--- src/dcrb_pkg.sv ---
`timescale 1ns / 1ps
// ----------------------------------------------------------------------------
// dcrb_pkg
// Shared widths, result kinds and the result bundle of the delimited command
// receive buffer.
// ----------------------------------------------------------------------------
package dcrb_pkg;

    localparam int DATA_W    = 8;
    localparam int LEN_W     = 7;
    localparam int LEVEL_W   = 7;
    localparam int KIND_W    = 2;
    localparam int DEPTH_DEF = 64;

    localparam logic [DATA_W-1:0] DELIM_RESET = 8'd13;

    typedef enum logic [KIND_W-1:0] {
        KIND_ACK   = 2'd0,
        KIND_BYTE  = 2'd1,
        KIND_EMPTY = 2'd2
    } t_kind;

    typedef enum logic {
        OP_RECEIVE = 1'b0,
        OP_READ    = 1'b1
    } t_op;

    typedef struct packed {
        logic               valid;
        t_kind              kind;
        logic               last;
        logic               accepted;
        logic               complete;
        logic               cmd_ready;
        logic [LEVEL_W-1:0] level;
    } t_result;

endpackage

--- src/dcrb_ram.sv ---
`timescale 1ns / 1ps
// ----------------------------------------------------------------------------
// dcrb_ram
// Generic simple dual-port RAM: one write port, one read port, registered read.
// ----------------------------------------------------------------------------
module dcrb_ram #(
    parameter int WIDTH = 8,
    parameter int DEPTH = 64
) (
    input  logic                     i_clk,
    input  logic                     i_we,
    input  logic [$clog2(DEPTH)-1:0] i_waddr,
    input  logic [WIDTH-1:0]         i_wdata,
    input  logic                     i_re,
    input  logic [$clog2(DEPTH)-1:0] i_raddr,
    output logic [WIDTH-1:0]         o_rdata
);

    logic [WIDTH-1:0] r_mem [DEPTH];
    logic [WIDTH-1:0] r_rdata;

    always_ff @(posedge i_clk) begin
        if (i_we) begin
            r_mem[i_waddr] <= i_wdata;
        end
        if (i_re) begin
            r_rdata <= r_mem[i_raddr];
        end
    end

    assign o_rdata = r_rdata;

endmodule

--- src/dcrb_ctrl.sv ---
`timescale 1ns / 1ps
// ----------------------------------------------------------------------------
// dcrb_ctrl
// Circular buffer pointers, delimiter tracking and the read sequencer that
// rescans the store through the single RAM read port and streams commands.
// ----------------------------------------------------------------------------
module dcrb_ctrl #(
    parameter int DEPTH = dcrb_pkg::DEPTH_DEF
) (
    input  logic                         i_clk,
    input  logic                         i_rst_n,
    input  logic                         i_start,
    output logic                         o_busy,
    input  logic                         i_op,
    input  logic [dcrb_pkg::DATA_W-1:0]  i_rx_byte,
    input  logic [dcrb_pkg::LEN_W-1:0]   i_max_len,
    input  logic [dcrb_pkg::DATA_W-1:0]  i_delim,
    input  logic [dcrb_pkg::DATA_W-1:0]  i_rdata,
    output logic                         o_we,
    output logic [$clog2(DEPTH)-1:0]     o_waddr,
    output logic [dcrb_pkg::DATA_W-1:0]  o_wdata,
    output logic                         o_re,
    output logic [$clog2(DEPTH)-1:0]     o_raddr,
    output dcrb_pkg::t_result            o_res
);

    import dcrb_pkg::*;

    localparam int PW = $clog2(DEPTH);
    localparam int CW = $clog2(DEPTH + 1);
    localparam int SW = $clog2(2 * DEPTH);

    typedef enum logic [1:0] {
        ST_IDLE,
        ST_SCAN_RD,
        ST_SCAN_CHK,
        ST_EMIT
    } t_state;

    t_state          r_state;
    logic [CW-1:0]   r_fill;
    logic [PW-1:0]   r_head;
    logic            r_dvalid;
    logic [PW-1:0]   r_dpos;
    logic [PW-1:0]   r_addr;
    logic [PW-1:0]   r_emit_addr;
    logic [CW-1:0]   r_idx;
    logic [CW-1:0]   r_n;
    logic            r_whole;
    t_result         r_res;

    logic            accept;
    logic            room;
    logic            rx_hit;
    logic            rd_hit;
    logic [SW-1:0]   tail_sum;
    logic [PW-1:0]   tail;
    logic [CW-1:0]   dpos1;
    logic [CW-1:0]   n_take;
    logic            whole;
    logic [SW-1:0]   head_sum;
    logic [PW-1:0]   new_head;
    logic [PW-1:0]   addr_inc;
    logic            emit_last;

    always_comb begin
        accept   = i_start && (r_state == ST_IDLE);
        room     = r_fill < CW'(DEPTH);
        rx_hit   = i_rx_byte == i_delim;
        rd_hit   = i_rdata == i_delim;

        tail_sum = SW'(r_head) + SW'(r_fill);
        tail     = (tail_sum >= SW'(DEPTH)) ? PW'(tail_sum - SW'(DEPTH)) : PW'(tail_sum);

        // take up to and including the first delimiter, capped by max_len
        dpos1    = CW'(r_dpos) + CW'(1);
        n_take   = (LEN_W'(dpos1) > i_max_len) ? CW'(i_max_len) : dpos1;
        whole    = n_take == dpos1;

        head_sum = SW'(r_head) + SW'(n_take);
        new_head = (head_sum >= SW'(DEPTH)) ? PW'(head_sum - SW'(DEPTH)) : PW'(head_sum);

        addr_inc  = (r_addr == PW'(DEPTH - 1)) ? '0 : r_addr + PW'(1);
        emit_last = (r_idx + CW'(1)) == r_n;
    end

    assign o_busy  = r_state != ST_IDLE;
    assign o_we    = accept && (i_op == OP_RECEIVE) && room;
    assign o_waddr = tail;
    assign o_wdata = i_rx_byte;
    assign o_re    = (r_state == ST_SCAN_RD) || (r_state == ST_EMIT);
    assign o_raddr = r_addr;
    assign o_res   = r_res;

    always_ff @(posedge i_clk) begin
        if (!i_rst_n) begin
            r_state     <= ST_IDLE;
            r_fill      <= '0;
            r_head      <= '0;
            r_dvalid    <= 1'b0;
            r_dpos      <= '0;
            r_idx       <= '0;
            r_res       <= '0;
        end else begin
            r_res.valid <= 1'b0;
            case (r_state)
                ST_IDLE: begin
                    if (accept) begin
                        if (i_op == OP_RECEIVE) begin
                            if (room) begin
                                r_fill <= r_fill + CW'(1);
                                if (!r_dvalid && rx_hit) begin
                                    r_dvalid <= 1'b1;
                                    r_dpos   <= r_fill[PW-1:0];
                                end
                            end
                            r_res.valid     <= 1'b1;
                            r_res.kind      <= KIND_ACK;
                            r_res.last      <= 1'b1;
                            r_res.accepted  <= room;
                            r_res.complete  <= 1'b0;
                            r_res.cmd_ready <= r_dvalid || (room && rx_hit);
                            r_res.level     <= room ? LEVEL_W'(r_fill + CW'(1))
                                                    : LEVEL_W'(r_fill);
                        end else if (!r_dvalid || (i_max_len == '0)) begin
                            r_res.valid     <= 1'b1;
                            r_res.kind      <= KIND_EMPTY;
                            r_res.last      <= 1'b1;
                            r_res.accepted  <= 1'b0;
                            r_res.complete  <= 1'b0;
                            r_res.cmd_ready <= r_dvalid;
                            r_res.level     <= LEVEL_W'(r_fill);
                        end else begin
                            // drop the command up front, rescan the rest, then stream it
                            r_n         <= n_take;
                            r_whole     <= whole;
                            r_emit_addr <= r_head;
                            r_head      <= new_head;
                            r_addr      <= new_head;
                            r_fill      <= r_fill - n_take;
                            r_dvalid    <= 1'b0;
                            r_dpos      <= '0;
                            r_idx       <= '0;
                            r_state     <= ST_SCAN_RD;
                        end
                    end
                end
                ST_SCAN_RD: begin
                    if (r_idx == r_fill) begin
                        r_addr  <= r_emit_addr;
                        r_idx   <= '0;
                        r_state <= ST_EMIT;
                    end else begin
                        r_state <= ST_SCAN_CHK;
                    end
                end
                ST_SCAN_CHK: begin
                    if (rd_hit) begin
                        r_dvalid <= 1'b1;
                        r_dpos   <= r_idx[PW-1:0];
                        r_addr   <= r_emit_addr;
                        r_idx    <= '0;
                        r_state  <= ST_EMIT;
                    end else begin
                        r_idx    <= r_idx + CW'(1);
                        r_addr   <= addr_inc;
                        r_state  <= ST_SCAN_RD;
                    end
                end
                ST_EMIT: begin
                    // read data and the result strobe are both registered, so they land together
                    r_idx           <= r_idx + CW'(1);
                    r_addr          <= addr_inc;
                    r_res.valid     <= 1'b1;
                    r_res.kind      <= KIND_BYTE;
                    r_res.last      <= emit_last;
                    r_res.accepted  <= 1'b0;
                    r_res.complete  <= emit_last && r_whole;
                    r_res.cmd_ready <= r_dvalid;
                    r_res.level     <= LEVEL_W'(r_fill);
                    if (emit_last) begin
                        r_state <= ST_IDLE;
                    end
                end
                default: begin
                    r_state <= ST_IDLE;
                end
            endcase
        end
    end

endmodule

--- src/delimited_command_receive_buffer_top.sv ---
`timescale 1ns / 1ps
// ----------------------------------------------------------------------------
// delimited_command_receive_buffer_top
// Byte receive buffer that hands out delimiter-terminated commands.
// ----------------------------------------------------------------------------
// A receive (op 0) never raises busy and its acknowledge strobes on the
// next cycle; back-to-back receives run at one per cycle. A read (op 1) that
// finds no stored delimiter or a zero max_len strobes one empty result on the
// next cycle. Otherwise busy rises and the rescan reads the remaining bytes
// one at a time through the single RAM read port, in a read state and a
// check state each, until it finds the next delimiter or runs out; the
// command bytes then stream one per cycle, and the last one strobes in the
// same cycle that busy falls. Results carry no backpressure: each is valid
// for exactly one cycle on o_res_valid.
// ----------------------------------------------------------------------------
module delimited_command_receive_buffer_top #(
    parameter int DEPTH = dcrb_pkg::DEPTH_DEF
) (
    input  logic                          i_clk,
    input  logic                          i_rst_n,
    input  logic                          start,
    output logic                          busy,
    input  logic                          i_op,
    input  logic [dcrb_pkg::DATA_W-1:0]   i_rx_byte,
    input  logic [dcrb_pkg::LEN_W-1:0]    i_max_len,
    input  logic                          i_cfg_valid,
    output logic                          o_cfg_ready,
    input  logic [dcrb_pkg::DATA_W-1:0]   i_cfg_data,
    output logic                          o_res_valid,
    output logic [dcrb_pkg::KIND_W-1:0]   o_kind,
    output logic [dcrb_pkg::DATA_W-1:0]   o_data,
    output logic                          o_last,
    output logic                          o_accepted,
    output logic                          o_complete,
    output logic                          o_cmd_ready,
    output logic [dcrb_pkg::LEVEL_W-1:0]  o_level
);

    import dcrb_pkg::*;

    localparam int PW = $clog2(DEPTH);

    logic [DATA_W-1:0] r_delim;
    logic              we;
    logic [PW-1:0]     waddr;
    logic [DATA_W-1:0] wdata;
    logic              re;
    logic [PW-1:0]     raddr;
    logic [DATA_W-1:0] rdata;
    t_result           res;

    assign o_cfg_ready = 1'b1;

    always_ff @(posedge i_clk) begin
        if (!i_rst_n) begin
            r_delim <= DELIM_RESET;
        end else if (i_cfg_valid) begin
            r_delim <= i_cfg_data;
        end
    end

    dcrb_ram #(
        .WIDTH (DATA_W),
        .DEPTH (DEPTH)
    ) u_ram (
        .i_clk   (i_clk),
        .i_we    (we),
        .i_waddr (waddr),
        .i_wdata (wdata),
        .i_re    (re),
        .i_raddr (raddr),
        .o_rdata (rdata)
    );

    dcrb_ctrl #(
        .DEPTH (DEPTH)
    ) u_ctrl (
        .i_clk     (i_clk),
        .i_rst_n   (i_rst_n),
        .i_start   (start),
        .o_busy    (busy),
        .i_op      (i_op),
        .i_rx_byte (i_rx_byte),
        .i_max_len (i_max_len),
        .i_delim   (r_delim),
        .i_rdata   (rdata),
        .o_we      (we),
        .o_waddr   (waddr),
        .o_wdata   (wdata),
        .o_re      (re),
        .o_raddr   (raddr),
        .o_res     (res)
    );

    assign o_res_valid = res.valid;
    assign o_kind      = res.kind;
    assign o_data      = (res.kind == KIND_BYTE) ? rdata : '0;
    assign o_last      = res.last;
    assign o_accepted  = res.accepted;
    assign o_complete  = res.complete;
    assign o_cmd_ready = res.cmd_ready;
    assign o_level     = res.level;

endmodule

--- config.mk ---
export PLATFORM = sky130hd
export DESIGN_NAME = delimited_command_receive_buffer_top
export DESIGN_NICKNAME = d
export VERILOG_FILES = /design/src/dcrb_pkg.sv /design/src/dcrb_ram.sv /design/src/dcrb_ctrl.sv /design/src/delimited_command_receive_buffer_top.sv
export SDC_FILE = /design/constraint.sdc
export NUM_CORES = 1
export LEC_CHECK = 0
export ABC_AREA = 1
export BUFFER_PORTS_ARGS = -buffer_cell sky130_fd_sc_hd__buf_2
export CORE_MARGIN = 1.5
export CORE_UTILIZATION = 59
export CTS_BUF_LIST = sky130_fd_sc_hd__clkbuf_2
export CTS_CLUSTER_SIZE = 20
export DETAILED_ROUTE_END_ITERATION = 10
export MAX_ROUTING_LAYER = met4
export PLACE_DENSITY = 0.79
export SLEW_MARGIN = 20
export SYNTH_ARGS = -nofsm -noshare
export SYNTH_HDL_FRONTEND = slang
export SYNTH_SLANG_ARGS = --single-unit
--- constraint.sdc ---
create_clock -name i_clk -period 3.8 [get_ports i_clk]
set_clock_uncertainty 0.05 [all_clocks]
set_input_delay 0.38 -clock i_clk [delete_from_list [all_inputs] [get_ports i_clk]]
set_output_delay 0.38 -clock i_clk [all_outputs]
set_load 0.05 [all_outputs]
==> impl_summary.md <==
Die
The standard cell core area is 0.0432 mm2. The I/O pin count is 52. The y dimension of the die is 212 um. The initial utilization of the core area, before any placement, comes to 59.9%. The total die area is 0.0451 mm2. The floorplan step set the die width to 212 um. Row generation in the floorplan step produced 76 rows.

Layout
Of the cells placed in the final design, the portion with a size suffix greater than 1 is 16.4%. The number of standard cells in the final layout excluding fillers is 3257. The final layout contains 2643 nets. The area of all placed cells without fillers is 0.0291 mm2.

Cells fill 67.5% of the core in the end. From synthesis to final layout, the design area changed by 12.7%.

Setup path
At the worst endpoint, the arrival time is 4470 ps. At the worst endpoint, the required time is 4630 ps. In this run the worst setup path begins at u_ctrl.r_dpos[0]$_SDFFE_PN0P_.

The capturing instance or port of the critical path is u_ctrl.o_raddr[5]$_DFFE_PP_. Together, buffers and inverters on the worst path number 5. The worst reg2reg path startpoint is u_ctrl.r_dpos[0]$_SDFFE_PN0P_. The critical path capture point type is a flop. The critical path is of the reg -> reg type. The critical-path cell with the highest stage delay is sky130_fd_sc_hd__dfxtp_4. The delay of the slowest critical-path stage is 380 ps. The worst register-to-register path ends at u_ctrl.o_raddr[5]$_DFFE_PP_. Counting cells, the worst reg-to-reg path comes to 25. The launching element type of the critical path is a flop. In this run the register-to-register setup slack is 160 ps. The kind of cell adding the most delay to the critical path is simple AND/OR/NAND/NOR gates.

Among the stages of the critical path, the cell type that occurs most often is sky130_fd_sc_hd__nand2_1. Of all nets on the critical path, the largest fanout is 8. The number of cells on the critical path is 25.

Drt
The count of nets left with antenna violations after detail routing is 0. The average detailed-routed wire length per instance is 20.5 um. The via total after detailed routing is 19100. The post-detailed-routing wire length is 66800 um. After detailed routing, the number of remaining DRC violations is 0. The count of TritonRoute iterations in the first routing pass is 8. After detailed routing, the number of vias per cell comes to 5.87. In this run, the number of DRC markers left after iteration 0 of detailed routing was 2295.

Logic synthesis
For this run, the number of Yosys warnings is 0. After technology mapping, the gate count stands at 2321. Of the post-synthesis cell area, the part taken by muxes is 2.17%. The largest family of logic cells by synthesized area is simple AND/OR/NAND/NOR gates. The synthesized area per cell is 11.1 um2. The mapped cell area is 0.0259 mm2. Sequential elements use 66.6% of the synthesized area. After Yosys synthesis, and, or, nand and nor cells account for 14.1% of the synthesized area. The post-synthesis share of cell area spent on full adders, half adders and majority gates is 1.73%. The count of distinct cell types in the synthesized netlist is 41. When the netlist entered floorplanning its net count stood at 2383.

The post-synthesis compound-gate area fraction is 9.78%. Summing the areas of all xor and xnor instances in the mapped netlist gives 1.32% of the synthesized area. The synthesized design contains 591 register bits.

STA
The shortest period the worst path allows is 3640 ps. Headroom to the max-slew limit came out at 23.4%. In the finished design, the share of the clock period the worst path needs comes to 95.7%. The highest clock frequency the design can meet is 0.275 GHz.

The slew at the pin closest to its max-slew limit is 1150 ps. The number of max-slew violations in the final report came to 0. The number of failing setup endpoints in the final timing report is 0.

The number of hold-slack violations in the final timing report is 0. The sum of negative setup slack is 0 ps.

CTS
The number of H-tree levels is 4. The cell at the root of the clock tree is sky130_fd_sc_hd__clkbuf_2. The clock sink count is 591.

The number of buffers created by CTS is 144. The clock reaches the later pin of the worst-skew pair after 1140 ps. Clock-pin slew was measured on the worst setup and hold paths at 120 ps. The TritonCTS clock tree is done. The buffer levels on the longest clock path is 3.

Flow run
Max-cap violations in this run came to 0.

Global route
The maximum number of pins on one net before global-route repair is 185. The via count of the first global-routing pass is 18900. The number of antenna violations at the first check in global routing is 3. Global routing used 31.0% of the available tracks across all layers.

The overflow left after global routing is 0. The wire length of the first global-routing pass is 101000 um.

Placed design
The half-perimeter wire length of the detailed placement result is 40700 um. At the end of routability-driven placement, the weighted congestion stood at 0.978. Port buffering added 50 buffers. The total placed instance area is 0.0272 mm2. The cell count after placement is 2955.

Worst hold path
The worst hold-check path type is in -> reg. The launch instance of the worst min-delay path is i_cfg_valid.

Pwr
Total power for the finished layout comes to 15200 uW. The worst-case IR drop observed on VDD is 0.381 mV. In this run the power density over the cells is 521 mW/mm2. The static leakage is 0.0112 uW.

Outcome
The run finished with clean final reports.
through the flow:
step / setup WS, ps / hold slack, ps
6_report: 163 / 155
3_3_place_gp: 21.3 / 397
4_1_cts: 10.4 / 25.6
2_1_floorplan: 246 / 400
5_1_grt: -67.9 / 133
3_5_place_dp: -220 / 405
power by group:
part / internal, uW / switching (uW)
combinational: 1100 / 2610
clock: 1600 / 2440
sequential: 7270 / 153
synthesized netlist by cell type (all sizes together):
library cell	number	share of area, %
edfxtp	540	63
nand2	514	7.5
nor2	230	3.5
o21ai	188	3.7
a21oi	168	3.3
inv	119	1.7
nand3	104	2.0
buf	72	1.8
o22ai	58	1.4
mux2i	56	2.2
dfxtp	51	3.9
clkbuf	47	0.70
o211ai	32	0.93
ha	31	1.5
nor3	24	0.48
xnor2	23	0.78
nand4	20	0.48
xor2	16	0.54
a211oi	11	0.32
clkinv	5	0.073
a22oi	3	0.087
fa	3	0.23
a31oi	2	0.048
a221oi	1	0.034
conb	1	0.014
nand3b	1	0.029
or2	1	0.024
registers in the layout (all words and copies together), names as in the netlist, 7 cells and up:
| signal | cells |
|---|---|
| u_ram.o_rdata | 8 |
| u_ctrl.r_n | 7 |
| u_ctrl.r_idx | 7 |
| u_ctrl.o_res | 14 |
| u_ctrl.r_fill | 7 |
| r_delim | 8 |
| u_ram.r_mem | 512 |
layout make-up:
class / count / area [um2]
Tap cell: 585 / 732
Clock buffer: 199 / 996
Antenna cell: 3 / 7.51
Timing Repair Buffer: 233 / 1840
Clock inverter: 35 / 230
Multi-Input combinational cell: 1487 / 7630
Sequential cell: 591 / 17200
Inverter: 124 / 468
Fill cell: 3182 / 14000
worst min-delay path, stage by stage:
cell and delay [ps]:
sky130_fd_sc_hd__buf_2 180, sky130_fd_sc_hd__o21ai_0 120, sky130_fd_sc_hd__nor2_1 80, sky130_fd_sc_hd__dlygate4sd3_1 540
cell families (layout without fill, tap and decap cells):
kind of cell | Yosys count | in the layout
muxes | 56 | 56
adders and majority gates | 34 | 34
DFF | 591 | 591
AOI/OAI and AO/OA | 463 | 463
other | 1 | 4
xor gates and xnor gates | 39 | 39
buffers and inverters | 243 | 591
and+or+nand+nor | 894 | 894
placed cells by master (no fill, tap or decap), types with 4 or more instances in the layout:
master / instances
sky130_fd_sc_hd__nor3_1: 23
sky130_fd_sc_hd__o21ai_1: 21
sky130_fd_sc_hd__xor2_1: 14
sky130_fd_sc_hd__ha_1: 27
sky130_fd_sc_hd__nor2_1: 220
sky130_fd_sc_hd__o211ai_1: 32
sky130_fd_sc_hd__xnor2_1: 23
sky130_fd_sc_hd__nor2_2: 7
sky130_fd_sc_hd__o22ai_1: 58
sky130_fd_sc_hd__clkinv_2: 5
sky130_fd_sc_hd__inv_2: 10
sky130_fd_sc_hd__dfxtp_1: 47
sky130_fd_sc_hd__clkbuf_2: 199
sky130_fd_sc_hd__nand2_2: 11
sky130_fd_sc_hd__clkinv_1: 26
sky130_fd_sc_hd__a21oi_1: 163
sky130_fd_sc_hd__a21oi_2: 4
sky130_fd_sc_hd__mux2i_1: 56
sky130_fd_sc_hd__edfxtp_1: 540
sky130_fd_sc_hd__nand4_1: 20
sky130_fd_sc_hd__nand2_1: 503
sky130_fd_sc_hd__nand3_1: 102
sky130_fd_sc_hd__buf_12: 5
sky130_fd_sc_hd__dlygate4sd3_1: 58
sky130_fd_sc_hd__buf_2: 50
sky130_fd_sc_hd__a211oi_1: 11
sky130_fd_sc_hd__inv_1: 111
sky130_fd_sc_hd__buf_4: 119
sky130_fd_sc_hd__o21ai_0: 164
metal layers:
metal	vias up	wire length [um]	track usage, %
li1	8791	-	-
met1	9089	25600	37.9
met2	1046	31900	48.2
met3	190	7120	8.94
met4	0	2210	13.5
met5	-	0	-
worst min path at each step:
| stage | to | slack, ps | cells past startpoint |
|---|---|---|---|
| 3_5_place_dp | u_ctrl.o_res[0]$_SDFFE_PN0P_ | 400 | 2 |
| 3_3_place_gp | u_ctrl.o_res[9]$_SDFFE_PN0P_ | 400 | 2 |
| 4_1_cts | r_delim[1]$_SDFFE_PN0P_ | 30 | 4 |
| 6_report | r_delim[5]$_SDFFE_PN0P_ | 160 | 4 |
| 2_1_floorplan | u_ctrl.r_emit_addr[5]$_DFFE_PP_ | 400 | 0 |
| 5_1_grt | r_delim[4]$_SDFFE_PN0P_ | 130 | 4 |
repair_timing:
item	CTS	global route
setup buffers	0	7
gates resized for setup	8	21
pin swaps	2	8
hold endpoints to repair	321	0
endpoints found under the setup margin	8	9
hold buffers	58	0
Note: power is estimated with default switching activity, not from simulation.
